[src/hdl/i2cm_pkg.sv]
// ----------------------------------------------------------------------------
// i2cm_pkg
// Shared types and constants of the I2C register-access master.
// ----------------------------------------------------------------------------
package i2cm_pkg;

  localparam int MAX_READ_BYTES = 16;
  localparam int IN_CNT_W       = 5;
  localparam int CNT_W          = $clog2(MAX_READ_BYTES + 1);

  // input queue between front and engine
  localparam int QDEPTH  = 2;
  localparam int QPTR_W  = (QDEPTH > 1) ? $clog2(QDEPTH) : 1;
  localparam int QCNT_W  = $clog2(QDEPTH + 1);

  localparam int CFG_AW  = 3;
  localparam int CFG_DW  = 32;

  localparam logic [15:0] HALF_RESET    = 16'd50;
  localparam logic [15:0] TIMEOUT_RESET = 16'd1000;

  localparam logic REG_HALF    = 1'b0;
  localparam logic REG_TIMEOUT = 1'b1;

  localparam logic FUNC_WRITE = 1'b0;
  localparam logic FUNC_READ  = 1'b1;

  typedef enum logic [15:0] {
    P_IDLE = 16'h0001,
    P_RS0  = 16'h0002,
    P_ST1  = 16'h0004,
    P_ST2  = 16'h0008,
    P_TXL  = 16'h0010,
    P_TXH  = 16'h0020,
    P_AKL  = 16'h0040,
    P_AKH  = 16'h0080,
    P_AKW  = 16'h0100,
    P_RXL  = 16'h0200,
    P_RXH  = 16'h0400,
    P_MAL  = 16'h0800,
    P_MAH  = 16'h1000,
    P_SP0  = 16'h2000,
    P_SP1  = 16'h4000,
    P_SP2  = 16'h8000
  } phase_t;

  typedef enum logic [1:0] {
    S_ADDRW = 2'd0,
    S_REG   = 2'd1,
    S_DATA  = 2'd2,
    S_ADDRR = 2'd3
  } stage_t;

  typedef struct packed {
    logic             req_start;
    logic             func;
    logic [6:0]       slave_addr;
    logic [7:0]       sub_addr;
    logic [7:0]       write_data;
    logic [CNT_W-1:0] read_count;  // already clamped to 1..MAX_READ_BYTES
    logic             sda_in;
  } item_t;

  typedef struct packed {
    logic [15:0] half_ticks;
    logic [15:0] ack_timeout;
  } cfg_t;

endpackage

[src/hdl/i2cm_front.sv]
// ----------------------------------------------------------------------------
// i2cm_front
// Accepts tick items, clamps the read count and queues them for the engine.
// ----------------------------------------------------------------------------
module i2cm_front (
  input  logic                         clk,
  input  logic                         rst_n,
  input  logic                         in_valid,
  output logic                         in_stall,
  input  logic                         in_req_start,
  input  logic                         in_func,
  input  logic [6:0]                   in_slave_addr,
  input  logic [7:0]                   in_sub_addr,
  input  logic [7:0]                   in_write_data,
  input  logic [i2cm_pkg::IN_CNT_W-1:0] in_read_count,
  input  logic                         in_sda_in,
  output i2cm_pkg::item_t              head_item,
  output logic                         head_valid,
  input  logic                         pop
);
  import i2cm_pkg::*;

  item_t             entries_r [QDEPTH];
  logic [QPTR_W-1:0] wr_ptr_r, wr_ptr_nxt;
  logic [QPTR_W-1:0] rd_ptr_r, rd_ptr_nxt;
  logic [QCNT_W-1:0] count_r, count_nxt;
  item_t             new_item;
  logic [CNT_W-1:0]  cnt_clamped;
  logic              push;

  always_comb begin
    if (in_read_count == '0) begin
      cnt_clamped = CNT_W'(1);
    end else if (int'(in_read_count) > MAX_READ_BYTES) begin
      cnt_clamped = CNT_W'(MAX_READ_BYTES);
    end else begin
      cnt_clamped = CNT_W'(in_read_count);
    end
    new_item.req_start  = in_req_start;
    new_item.func       = in_func;
    new_item.slave_addr = in_slave_addr;
    new_item.sub_addr   = in_sub_addr;
    new_item.write_data = in_write_data;
    new_item.read_count = cnt_clamped;
    new_item.sda_in     = in_sda_in;
  end

  assign in_stall   = (count_r == QCNT_W'(QDEPTH));
  assign push       = in_valid && !in_stall;
  assign head_valid = (count_r != '0);
  assign head_item  = entries_r[rd_ptr_r];

  always_comb begin
    wr_ptr_nxt = wr_ptr_r;
    rd_ptr_nxt = rd_ptr_r;
    count_nxt  = count_r;
    if (push) begin
      wr_ptr_nxt = (wr_ptr_r == QPTR_W'(QDEPTH - 1)) ? '0 : wr_ptr_r + QPTR_W'(1);
    end
    if (pop) begin
      rd_ptr_nxt = (rd_ptr_r == QPTR_W'(QDEPTH - 1)) ? '0 : rd_ptr_r + QPTR_W'(1);
    end
    if (push && !pop) begin
      count_nxt = count_r + QCNT_W'(1);
    end else if (pop && !push) begin
      count_nxt = count_r - QCNT_W'(1);
    end
  end

  always_ff @(posedge clk) begin
    if (!rst_n) begin
      wr_ptr_r <= '0;
      rd_ptr_r <= '0;
      count_r  <= '0;
    end else begin
      wr_ptr_r <= wr_ptr_nxt;
      rd_ptr_r <= rd_ptr_nxt;
      count_r  <= count_nxt;
    end
  end

  always_ff @(posedge clk) begin
    if (push) begin
      entries_r[wr_ptr_r] <= new_item;
    end
  end

endmodule

[src/hdl/i2cm_engine.sv]
// ----------------------------------------------------------------------------
// i2cm_engine
// Bus sequencer: advances one tick per queued item and registers the result.
// ----------------------------------------------------------------------------
module i2cm_engine (
  input  logic            clk,
  input  logic            rst_n,
  input  i2cm_pkg::cfg_t  cfg,
  input  i2cm_pkg::item_t head_item,
  input  logic            head_valid,
  output logic            pop,
  output logic            out_valid,
  input  logic            out_stall,
  output logic            out_scl_out,
  output logic            out_sda_drive_low,
  output logic            out_busy_res,
  output logic [7:0]      out_read_data,
  output logic            out_read_valid,
  output logic            out_read_last,
  output logic            out_done_res,
  output logic            out_status
);
  import i2cm_pkg::*;

  phase_t           phase_r, phase_nxt;
  stage_t           stage_r, stage_nxt;
  logic [15:0]      tick_r, tick_nxt;
  logic [15:0]      ack_timer_r, ack_timer_nxt;
  logic [2:0]       bit_r, bit_nxt;
  logic [7:0]       shift_r, shift_nxt;
  logic [CNT_W-1:0] bytes_left_r, bytes_left_nxt;
  logic             nack_r, nack_nxt;
  logic             func_r, func_nxt;
  logic [6:0]       dev_r, dev_nxt;
  logic [7:0]       reg_r, reg_nxt;
  logic [7:0]       data_r, data_nxt;

  logic             out_valid_r;
  logic             scl_r, sdal_r, busy_r, rvalid_r, rlast_r, done_r, stat_r;
  logic [7:0]       rdata_r;

  logic             scl, sdal, busy, rvalid, rlast, done, stat;
  logic [7:0]       rdata;
  logic [15:0]      half;
  logic [16:0]      tick_inc;
  logic             half_hit;
  logic [15:0]      timer_inc;
  logic             txbit, mbit;
  logic             do_ack;
  logic [7:0]       rx_shift;

  assign pop = head_valid && (!out_valid_r || !out_stall);

  always_comb begin
    half      = (cfg.half_ticks == '0) ? 16'd1 : cfg.half_ticks;
    tick_inc  = {1'b0, tick_r} + 17'd1;
    half_hit  = (tick_inc >= {1'b0, half});
    timer_inc = (ack_timer_r == 16'hffff) ? ack_timer_r : ack_timer_r + 16'd1;
    txbit     = ~shift_r[7];
    mbit      = (bytes_left_r > CNT_W'(1));
    rx_shift  = {shift_r[6:0], head_item.sda_in};

    // line levels come from the phase before this tick's update
    scl  = 1'b1;
    sdal = 1'b0;
    busy = 1'b1;
    unique case (phase_r)
      P_IDLE: begin scl = 1'b1; sdal = 1'b0; busy = 1'b0; end
      P_RS0:  begin scl = 1'b0; sdal = 1'b0; end
      P_ST1:  begin scl = 1'b1; sdal = 1'b0; end
      P_ST2:  begin scl = 1'b1; sdal = 1'b1; end
      P_TXL:  begin scl = 1'b0; sdal = txbit; end
      P_TXH:  begin scl = 1'b1; sdal = txbit; end
      P_AKL:  begin scl = 1'b0; sdal = 1'b0; end
      P_AKH, P_AKW: begin scl = 1'b1; sdal = 1'b0; end
      P_RXL:  begin scl = 1'b0; sdal = 1'b0; end
      P_RXH:  begin scl = 1'b1; sdal = 1'b0; end
      P_MAL:  begin scl = 1'b0; sdal = mbit; end
      P_MAH:  begin scl = 1'b1; sdal = mbit; end
      P_SP0:  begin scl = 1'b0; sdal = 1'b1; end
      P_SP1:  begin scl = 1'b1; sdal = 1'b1; end
      default: begin scl = 1'b1; sdal = 1'b0; end
    endcase

    rdata  = 8'd0;
    rvalid = 1'b0;
    rlast  = 1'b0;
    done   = 1'b0;
    stat   = 1'b0;
    do_ack = 1'b0;

    phase_nxt      = phase_r;
    stage_nxt      = stage_r;
    tick_nxt       = tick_r;
    ack_timer_nxt  = ack_timer_r;
    bit_nxt        = bit_r;
    shift_nxt      = shift_r;
    bytes_left_nxt = bytes_left_r;
    nack_nxt       = nack_r;
    func_nxt       = func_r;
    dev_nxt        = dev_r;
    reg_nxt        = reg_r;
    data_nxt       = data_r;

    unique case (phase_r)
      P_IDLE: begin
        if (head_item.req_start) begin
          func_nxt       = head_item.func;
          dev_nxt        = head_item.slave_addr;
          reg_nxt        = head_item.sub_addr;
          data_nxt       = head_item.write_data;
          bytes_left_nxt = head_item.read_count;
          stage_nxt      = S_ADDRW;
          nack_nxt       = 1'b0;
          ack_timer_nxt  = '0;
          busy           = 1'b1;
          phase_nxt      = P_ST1;
          tick_nxt       = '0;
        end
      end
      P_AKW: begin
        if (!head_item.sda_in) begin
          do_ack = 1'b1;
        end else begin
          ack_timer_nxt = timer_inc;
          if (timer_inc >= cfg.ack_timeout) begin
            nack_nxt  = 1'b1;
            phase_nxt = P_SP0;
            tick_nxt  = '0;
          end
        end
      end
      default: begin
        tick_nxt = tick_inc[15:0];
        if (half_hit) begin
          tick_nxt = '0;
          unique case (phase_r)
            P_RS0: phase_nxt = P_ST1;
            P_ST1: phase_nxt = P_ST2;
            P_ST2: begin
              shift_nxt = {dev_r, (stage_r == S_ADDRR)};
              bit_nxt   = '0;
              phase_nxt = P_TXL;
            end
            P_TXL: phase_nxt = P_TXH;
            P_TXH: begin
              shift_nxt = {shift_r[6:0], 1'b0};
              if (bit_r == 3'd7) begin
                bit_nxt   = '0;
                phase_nxt = P_AKL;
              end else begin
                bit_nxt   = bit_r + 3'd1;
                phase_nxt = P_TXL;
              end
            end
            P_AKL: phase_nxt = P_AKH;
            P_AKH: begin
              if (!head_item.sda_in) begin
                do_ack = 1'b1;
              end else begin
                ack_timer_nxt = '0;
                phase_nxt     = P_AKW;
              end
            end
            P_RXL: phase_nxt = P_RXH;
            P_RXH: begin
              shift_nxt = rx_shift;
              if (bit_r == 3'd7) begin
                bit_nxt   = '0;
                rdata     = rx_shift;
                rvalid    = 1'b1;
                rlast     = (bytes_left_r <= CNT_W'(1));
                phase_nxt = P_MAL;
              end else begin
                bit_nxt   = bit_r + 3'd1;
                phase_nxt = P_RXL;
              end
            end
            P_MAL: phase_nxt = P_MAH;
            P_MAH: begin
              if (bytes_left_r > CNT_W'(1)) begin
                bytes_left_nxt = bytes_left_r - CNT_W'(1);
                shift_nxt      = '0;
                phase_nxt      = P_RXL;
              end else begin
                phase_nxt = P_SP0;
              end
            end
            P_SP0: phase_nxt = P_SP1;
            P_SP1: phase_nxt = P_SP2;
            default: begin
              // end of stop condition
              done           = 1'b1;
              stat           = nack_r;
              nack_nxt       = 1'b0;
              bytes_left_nxt = '0;
              bit_nxt        = '0;
              ack_timer_nxt  = '0;
              stage_nxt      = S_ADDRW;
              phase_nxt      = P_IDLE;
            end
          endcase
        end
      end
    endcase

    // slave acknowledged: pick the next byte of the transaction
    if (do_ack) begin
      tick_nxt = '0;
      unique case (stage_r)
        S_ADDRW: begin
          stage_nxt = S_REG;
          shift_nxt = reg_r;
          bit_nxt   = '0;
          phase_nxt = P_TXL;
        end
        S_REG: begin
          if (func_r == FUNC_WRITE) begin
            stage_nxt = S_DATA;
            shift_nxt = data_r;
            bit_nxt   = '0;
            phase_nxt = P_TXL;
          end else begin
            stage_nxt = S_ADDRR;
            phase_nxt = P_RS0;
          end
        end
        S_ADDRR: begin
          shift_nxt = '0;
          bit_nxt   = '0;
          phase_nxt = P_RXL;
        end
        default: phase_nxt = P_SP0;
      endcase
    end
  end

  always_ff @(posedge clk) begin
    if (!rst_n) begin
      phase_r      <= P_IDLE;
      stage_r      <= S_ADDRW;
      tick_r       <= '0;
      ack_timer_r  <= '0;
      bit_r        <= '0;
      shift_r      <= '0;
      bytes_left_r <= '0;
      nack_r       <= 1'b0;
      func_r       <= 1'b0;
      dev_r        <= '0;
      reg_r        <= '0;
      data_r       <= '0;
      out_valid_r  <= 1'b0;
    end else begin
      if (pop) begin
        phase_r      <= phase_nxt;
        stage_r      <= stage_nxt;
        tick_r       <= tick_nxt;
        ack_timer_r  <= ack_timer_nxt;
        bit_r        <= bit_nxt;
        shift_r      <= shift_nxt;
        bytes_left_r <= bytes_left_nxt;
        nack_r       <= nack_nxt;
        func_r       <= func_nxt;
        dev_r        <= dev_nxt;
        reg_r        <= reg_nxt;
        data_r       <= data_nxt;
        out_valid_r  <= 1'b1;
      end else if (!out_stall) begin
        out_valid_r  <= 1'b0;
      end
    end
  end

  always_ff @(posedge clk) begin
    if (pop) begin
      scl_r    <= scl;
      sdal_r   <= sdal;
      busy_r   <= busy;
      rdata_r  <= rdata;
      rvalid_r <= rvalid;
      rlast_r  <= rlast;
      done_r   <= done;
      stat_r   <= stat;
    end
  end

  assign out_valid         = out_valid_r;
  assign out_scl_out       = scl_r;
  assign out_sda_drive_low = sdal_r;
  assign out_busy_res      = busy_r;
  assign out_read_data     = rdata_r;
  assign out_read_valid    = rvalid_r;
  assign out_read_last     = rlast_r;
  assign out_done_res      = done_r;
  assign out_status        = stat_r;

endmodule

[src/hdl/i2c_master_register_access.sv]
// ----------------------------------------------------------------------------
// i2c_master_register_access
// I2C master running register write and burst read transactions.
// ----------------------------------------------------------------------------
// Each input item is one tick of the bus engine and yields exactly one result
// item with the SCL/SDA levels of that tick plus read and done strobes. One
// item is taken per clock cycle while the queue is not full; it waits in a
// two-entry input queue and its result is loaded into the output register at
// the edge at which the engine takes it from the queue head, so the sustained
// rate is one item per cycle while the output does not stall.
// The queue absorbs output stalls. Two registers on the configuration port,
// half_period_ticks at address 0 and ack_timeout_ticks at address 4, which the
// user must write only while no transaction runs; the block never checks.
module i2c_master_register_access (
  input  logic                          clk,
  input  logic                          rst_n,
  input  logic                          in_valid,
  output logic                          in_stall,
  input  logic                          in_req_start,
  input  logic                          in_func,
  input  logic [6:0]                    in_slave_addr,
  input  logic [7:0]                    in_sub_addr,
  input  logic [7:0]                    in_write_data,
  input  logic [i2cm_pkg::IN_CNT_W-1:0] in_read_count,
  input  logic                          in_sda_in,
  output logic                          out_valid,
  input  logic                          out_stall,
  output logic                          out_scl_out,
  output logic                          out_sda_drive_low,
  output logic                          out_busy_res,
  output logic [7:0]                    out_read_data,
  output logic                          out_read_valid,
  output logic                          out_read_last,
  output logic                          out_done_res,
  output logic                          out_status,
  input  logic                          psel,
  input  logic                          penable,
  input  logic                          pwrite,
  input  logic [i2cm_pkg::CFG_AW-1:0]   paddr,
  input  logic [i2cm_pkg::CFG_DW-1:0]   pwdata,
  output logic [i2cm_pkg::CFG_DW-1:0]   prdata,
  output logic                          pready
);
  import i2cm_pkg::*;

  logic [15:0] half_r;
  logic [15:0] timeout_r;
  cfg_t        cfg;
  item_t       head_item;
  logic        head_valid;
  logic        pop;
  logic        cfg_wr;

  assign pready = 1'b1;
  assign cfg_wr = psel && penable && pwrite && pready;

  always_ff @(posedge clk) begin
    if (!rst_n) begin
      half_r    <= HALF_RESET;
      timeout_r <= TIMEOUT_RESET;
    end else if (cfg_wr) begin
      unique case (paddr[2])
        REG_HALF:    half_r    <= pwdata[15:0];
        REG_TIMEOUT: timeout_r <= pwdata[15:0];
        default:     ;
      endcase
    end
  end

  always_comb begin
    unique case (paddr[2])
      REG_HALF:    prdata = {{(CFG_DW - 16){1'b0}}, half_r};
      REG_TIMEOUT: prdata = {{(CFG_DW - 16){1'b0}}, timeout_r};
      default:     prdata = '0;
    endcase
  end

  assign cfg.half_ticks  = half_r;
  assign cfg.ack_timeout = timeout_r;

  i2cm_front u_front (
    .clk           (clk),
    .rst_n         (rst_n),
    .in_valid      (in_valid),
    .in_stall      (in_stall),
    .in_req_start  (in_req_start),
    .in_func       (in_func),
    .in_slave_addr (in_slave_addr),
    .in_sub_addr   (in_sub_addr),
    .in_write_data (in_write_data),
    .in_read_count (in_read_count),
    .in_sda_in     (in_sda_in),
    .head_item     (head_item),
    .head_valid    (head_valid),
    .pop           (pop)
  );

  i2cm_engine u_engine (
    .clk               (clk),
    .rst_n             (rst_n),
    .cfg               (cfg),
    .head_item         (head_item),
    .head_valid        (head_valid),
    .pop               (pop),
    .out_valid         (out_valid),
    .out_stall         (out_stall),
    .out_scl_out       (out_scl_out),
    .out_sda_drive_low (out_sda_drive_low),
    .out_busy_res      (out_busy_res),
    .out_read_data     (out_read_data),
    .out_read_valid    (out_read_valid),
    .out_read_last     (out_read_last),
    .out_done_res      (out_done_res),
    .out_status        (out_status)
  );

endmodule

[config.mk]
export PLATFORM = sky130hd
export DESIGN_NAME = i2c_master_register_access
export DESIGN_NICKNAME = d
export VERILOG_FILES = /design/src/hdl/i2cm_pkg.sv /design/src/hdl/i2cm_front.sv /design/src/hdl/i2cm_engine.sv /design/src/hdl/i2c_master_register_access.sv
export SDC_FILE = /design/constraint.sdc
export NUM_CORES = 1
export LEC_CHECK = 0
export ABC_AREA = 1
export BUFFER_PORTS_ARGS = -buffer_cell sky130_fd_sc_hd__buf_2
export CORE_ASPECT_RATIO = 1.25
export CORE_MARGIN = 2
export CORE_UTILIZATION = 60
export CTS_CLUSTER_DIAMETER = 100
export DETAILED_ROUTE_END_ITERATION = 8
export PLACE_DENSITY = 0.81
export SLEW_MARGIN = 20
export SYNTH_ARGS = -nofsm -noshare
export SYNTH_HDL_FRONTEND = slang
export SYNTH_HIERARCHICAL = 1
export SYNTH_SLANG_ARGS = --single-unit
[constraint.sdc]
create_clock -name clk -period 4 [get_ports clk]
set_input_delay 1 -clock clk [delete_from_list [all_inputs] [get_ports clk]]
set_output_delay 1 -clock clk [all_outputs]
set_load 0.01 [all_outputs]
---- Yosys cells after proc, flatten, opt, wreduce, memory -nomap -nowiden ----
Memory sizes are Yosys's and may differ from the RTL's. A register that Yosys moved wholly into a read port is not among the register bits.
Index checks and enable logic that the tools add are counted.
storage, ports and cells
  flip-flop bits (word level) ............. 143
  latch bits .............................. 0
  bits in writable memories ............... 62
  ROM bits ................................ 0
  input bits .............................. 73
  logic and storage cells ................. 204
  memories kept ........................... 1
operators by class
  add/sub/neg operators ................... 8
  multipliers ............................. 0
  divide/modulo/power cells ............... 0
  magnitude comparators ................... 5
  equal/unequal tests ..................... 33
  shift-type cells ........................ 0
  multiplexer cells ....................... 82
  bitwise gates (word level) .............. 6
  reductions and logical operators ........ 43
memory list
  memory             depth  bits a word  rd ports  clocked after Yosys merged registers in  write ports  RTL line          text
  u_front.entries_r  2      31           1         1                                        1            i2cm_front.sv:23  item_t entries_r [QDEPTH];
operator list
  cell                                                   count
  two-way mux 16 bit                                     16
  case mux 16 bit (13 select lines)                      1
  case mux 16 bit (2 select lines)                       4
  case mux 32 bit (2 select lines)                       1
  case mux 16 bit (3 select lines)                       1
  two-way mux 8 bit                                      5
  case mux 8 bit (4 select lines)                        1
  two-way mux 5 bit                                      6
  case mux 8 bit (3 select lines)                        1
  AND reduction 6 bit                                    4
  OR reduction 12 bit                                    2
  two-way mux 1 bit                                      23
  case mux 5 bit (2 select lines)                        2
  adder 16 x 1 -> 17 bit, second input constant          1
  greater-or-equal comparator 17 x 16 -> 1 bit           1
  adder 16 x 1 -> 16 bit, second input constant          1
  equality test 16 x 1 -> 1 bit, second input constant   1
  equality test 16 x 10 -> 1 bit, second input constant  1
  equality test 16 x 11 -> 1 bit, second input constant  1
  equality test 16 x 12 -> 1 bit, second input constant  1
  equality test 16 x 13 -> 1 bit, second input constant  1
  equality test 16 x 14 -> 1 bit, second input constant  1
  equality test 16 x 15 -> 1 bit, second input constant  1
  equality test 16 bit, second input constant            1
  other kinds (55)                                       99

---- Depth between registers and ports, before layout ----
  depth after elaboration ................. 8
  mapped depth ............................ 25

---- Modules after synthesis ----
The synthesis kept the hierarchy.
modules (own cells, without submodules)
  module                      instances  cells each  area an instance (um2)  seq. area each (um2)
  i2cm_engine                 1          1193        7741.2                  2292.2
  i2cm_front                  1          142         2527.4                  1961.9
  i2c_master_register_access  1          255         1647.8                  640.6

---- Worst setup path before layout ----
OpenSTA, ideal clock, no wires.
  path type ............................... register to register
  start point ............................. reg u_engine.ack_timer_r[0]
  end point ............................... reg u_engine.tick_r[0]
  setup time .............................. 0.117 ns
  arrival ................................. 2.906 ns
  required time ........................... 3.883 ns
  path slack .............................. 0.977 ns
  stages on the path, launching flop included .. 24
  path buffers ............................ 2
  period minus slack after synthesis ...... 3.023 ns
  path through ............................ dfxtp_1 > ha_1 > inv_1 > nor3_1 > nand4_1 > clkbuf_1 > o21ai_0 > inv_1 > ha_1 > nand2_1 > nand2_1 > nand2_1 > nand2_1 > nand2_1 > nand2_1 > nand2_1 > nand2_1 > nor2_1 > nand4_1 > nand3_1 > buf_2 > nor2_1 > nor2_1 > nor2_1
on the way
  longest elaborated chain between the ends .. 5
  elaborated cells between the ends (all ways) .. 6
RTL lines
  item                                                            RTL line            text
  from (decl)                                                     i2cm_engine.sv:28   logic [15:0] ack_timer_r, ack_timer_nxt;
  from (signal assigned)                                          i2cm_engine.sv:258  ack_timer_r <= ack_timer_nxt;
  adder 16 x 1 -> 16 bit or equality test 16 bit (tied branches)  i2cm_engine.sv:58   timer_inc = (ack_timer_r == 16'hffff) ? ack_timer_r : ack_timer_r + 16'd1;
  two-way mux 16 bit (*)                                          i2cm_engine.sv:58
  greater-or-equal comparator 16 bit (*)                          i2cm_engine.sv:126  if (timer_inc >= cfg.ack_timeout) begin
  != test 3 x 1 -> 1 bit (no line) (*)                            -
  AND reduction 4 bit (no line) (*)                               -
  to (signal assigned)                                            i2cm_engine.sv:257  tick_r <= tick_nxt;
  to (decl)                                                       i2cm_engine.sv:27   logic [15:0] tick_r, tick_nxt;
Every way passes the cells marked *; elsewhere a longest branch is shown, timed or not.
A chain may end at the register's enable or synchronous reset.

---- Final worst setup path ----
  start point ............................. reg u_engine.tick_r[0]
  end point ............................... reg u_engine.ack_timer_r[15]
on the way
  longest elaborated chain between the ends .. 4
RTL lines
  item                                          RTL line           text
  adder 16 x 1 -> 17 bit                        i2cm_engine.sv:56  tick_inc = {1'b0, tick_r} + 17'd1;
  greater-or-equal comparator 17 x 16 -> 1 bit  i2cm_engine.sv:57  half_hit = (tick_inc >= {1'b0, half});
  nonzero test 3 bit (no line)                  -
  AND reduction 6 bit (no line)                 -
No other way between the ends.

==> qor.yml <==
outcome:
  status: "finished, final reports clean"
synthesis:
  ys_dominant_reg_cell: "dfxtp_1"
  synth_top_area_share_pct: 21.7
  synthCells: 1590
  ys_ff_latch: 206
  avgSynthCellArea_um2: 7.49
  synth_area_leaders: "dfxtp_1 22%, edfxtp_1 19%, nand2_1 12%, nor2_1 7.2%, inv_1 5.4%"
  postSynth.asyncResetShare_pct: 0
  yosysSeqAreaShare_pct: 41.1
  synth_enable_flop_cells: 77
  synthesis.area_um2: 11900
  yosys.area.top_type: "dfxtp_1"
  synth_cell_types: 55
  yosys_warnings: 6
power_and_ir_drop:
  switching_share_pct: 36.7
  total_power_mw: 7.49
  p_sw_mw: 2.75
  p_per_area_nw_per_um2: 565
  comb_power_share_pct: 33.6
  power_frac_clock_pct: 28.4
  p_seq_share_pct: 38.0
  ir_drop_v: 0.000508
  p_leak_nw: 6.07
  power.internal_mw: 4.74
timing:
  worst_slew_pin_slew_ps: 987
  rsz0062_at_grt: "false"
  clock_skew_ps: 10.9
  timing.final.crit_share_pct: 94.9
  period_minus_slack_ps: 3800
  drv_slew: 0
  final-hold-violation-count: 0
  slew_headroom_pct: 34.1
  setup_viol: 0
  fmax_ghz: 0.263
  tns_ps: 0
layout:
  diodes: 0
  fin_area_um2: 13200
  layout.nets: 1772
  layout-drive-gt1-share_pct: 14.6
  syn_to_final_growth_pct: 11.1
  layout_commonest_cell: "nand2_1"
  fill_cells: 1619
  final_cell_mix: "369 x nand2_1, 228 x nor2_1, 172 x inv_1, 129 x dfxtp_1, 115 x nand3_1"
routing:
  route.detailed.drc: 0
  drtPass1Iterations: 6
  wl_um: 28800
  wl_per_cell_um: 14.8
  vias: 10700
  drtIter0Drc: 686
  postRouteAntennaNets: 0
  viasPerCell: 5.52
global_routing:
  grt_pass1_vias: 10200
  grt_max_degree: 80
  grt_pass1_wl_um: 47000
  grt_usage_pct: 27.4
  grt_overflow: 0
  antenna_found_initial: 0
cts:
  path_clk_slew_ps: 60
  numCtsBuffers: 22
  htree_levels: 1
  cts_buffer_depth: 3
  clock_latency_ps: 510
  cts.hold.buffers_added: 0
  root_buffer: "clkbuf_16"
  clock_sinks: 206
  cts_tree: "done"
floorplanning:
  initial_core_util_pct: 61.2
  fp.dieH_um: 162
  io_pins: 123
  dieArea_um2: 21000
  core_area_um2: 19500
  fp.dieW_um: 130
  rows: 57
critical_path:
  required_ps: 4440
  worstPathArrival_ps: 4230
  cp-start-kind: "register"
  cp_slowest_cell: "dfxtp_1"
  crit_top_cell: "nand2_2"
  max_stage_delay_ps: 430
  crit_path_end_kind: "register"
  cp_cell_sequence: "ha_1, nand3_1, nor2_1, nand3_1, nor2_1, nand2_1, xor2_1, inv_1, ha_1, nand2_1, nor4_1, o21ai_0, nand2_2, inv_1, nand2_2, nand2_2, nor2_4, nand2_2, buf_4, a21oi_1"
  worst-setup-path-type: "register to register"
  path_max_fanout: 10
flow_run:
  maxCapViolCount: 0
worst_hold_path:
  hold_path_class: "register to register"
place:
  io_buffers: 87
  gp_congestion: 0.895
  place_area_um2: 12500
  dp_hpwl_um: 20500
[worst max-delay path: cells and delay by family (launching register included)]
kind,cells,cell delay [ps]
AO/OA/AOI/OAI,2,320
buffers and inverters,3,430
adder cells (fa/ha/maj),2,510
AND/OR/NAND/NOR,12,1840
flip-flops,1,430
XOR/XNOR,1,190
[cells by family (layout without fill, tap and decap cells)]
family          after synthesis  count (layout)  synth area share, %
simple gates                885             885                 33.3
buf+inv                     266             337                 9.86
flops                       206             206                 41.1
compound gates              134             134                 6.65
fa+ha+maj                    39              39                 4.09
mux                          31              31                 2.93
xor+xnor                     27              27                 1.98
other cells                   2              17               0.0630
[stage by stage]
stage	instances	util (%)	hold WS [ps]	worst slack, ps
floorplan	1605	-	439	977
finish	1941	68.0	473	204
global placement	1901	64.0	453	413
global route	1941	68.0	501	13.2
detailed placement	1901	64.0	463	311
CTS	1941	68.0	472	293
[area by class of cell]
class / count / area, µm² / share of cell area (%)
clock buffer: 34 / 678 / 5.12
clock inverter: 6 / 86.3 / 0.652
multi-input combinational: 1133 / 5920 / 44.7
sequential: 206 / 4890 / 37.0
inverter: 186 / 706 / 5.33
timing repair buffer: 111 / 628 / 4.74
tap: 265 / 332 / 2.50
[repair_timing]
| action | CTS | global route |
|---|---|---|
| gates resized for setup | 0 | 2 |
| setup endpoints to repair | 0 | 17 |
| buffers inserted | 0 | 0 |
[routing by layer]
metal	vias up	part of all wire [%]	global-route usage [%]
met4	0	4.3	13.1
met5	-	0	0
met3	102	5.5	3.94
met2	369	51	48.9
li1	5313	-	-
met1	4934	40	31.9
[cell usage after synthesis (10+ instances only)]
| master | n |
|---|---|
| a21oi_1 | 48 |
| a21oi_2 | 10 |
| buf_2 | 16 |
| buf_4 | 23 |
| clkbuf_1 | 27 |
| dfxtp_1 | 129 |
| edfxtp_1 | 77 |
| ha_1 | 39 |
| inv_1 | 172 |
| inv_2 | 10 |
| mux2_2 | 31 |
| nand2_1 | 370 |
| nand3_1 | 116 |
| nand4_1 | 26 |
| nor2_1 | 230 |
| nor3_1 | 60 |
| nor4_1 | 33 |
| o21ai_0 | 46 |
| xor2_1 | 22 |
[path summary, 6_finish.rpt]
kind | to | slack, ps | cells past startpoint | startpoint
min reg2reg | u_engine/nack_r | 470 | 2 | u_engine/nack_r
min | u_engine/nack_r | 470 | 2 | u_engine/nack_r
max | u_engine/ack_timer_r[15] | 200 | 20 | u_engine/tick_r[0]
max reg2reg | u_engine/ack_timer_r[15] | 200 | 20 | u_engine/tick_r[0]
[state kept, by name, indices dropped and copies added (netlist names), 2 cells and up, named ones only]
| signal | count |
|---|---|
| half_r | 16 |
| timeout_r | 16 |
| u_engine/ack_timer_r | 16 |
| u_engine/bit_r | 3 |
| u_engine/bytes_left_r | 5 |
| u_engine/data_r | 8 |
| u_engine/dev_r | 7 |
| u_engine/out_read_data | 8 |
| u_engine/phase_r | 16 |
| u_engine/reg_r | 8 |
| u_engine/shift_r | 8 |
| u_engine/stage_r | 2 |
| u_engine/tick_r | 16 |
| u_front/count_r | 2 |
| u_front/entries_r | 62 |
[power by group through the flow]
stage	registers [mW]	logic [mW]	clock network [mW]
after floorplan	2.87	1.87	0
after global placement	2.87	2.39	0
after CTS	2.84	2.50	2.17
after detailed placement	2.88	2.47	0
after global routing	2.88	2.81	2.24
final	2.85	2.52	2.12
No activity file was read; power rests on OpenSTA's default activity.
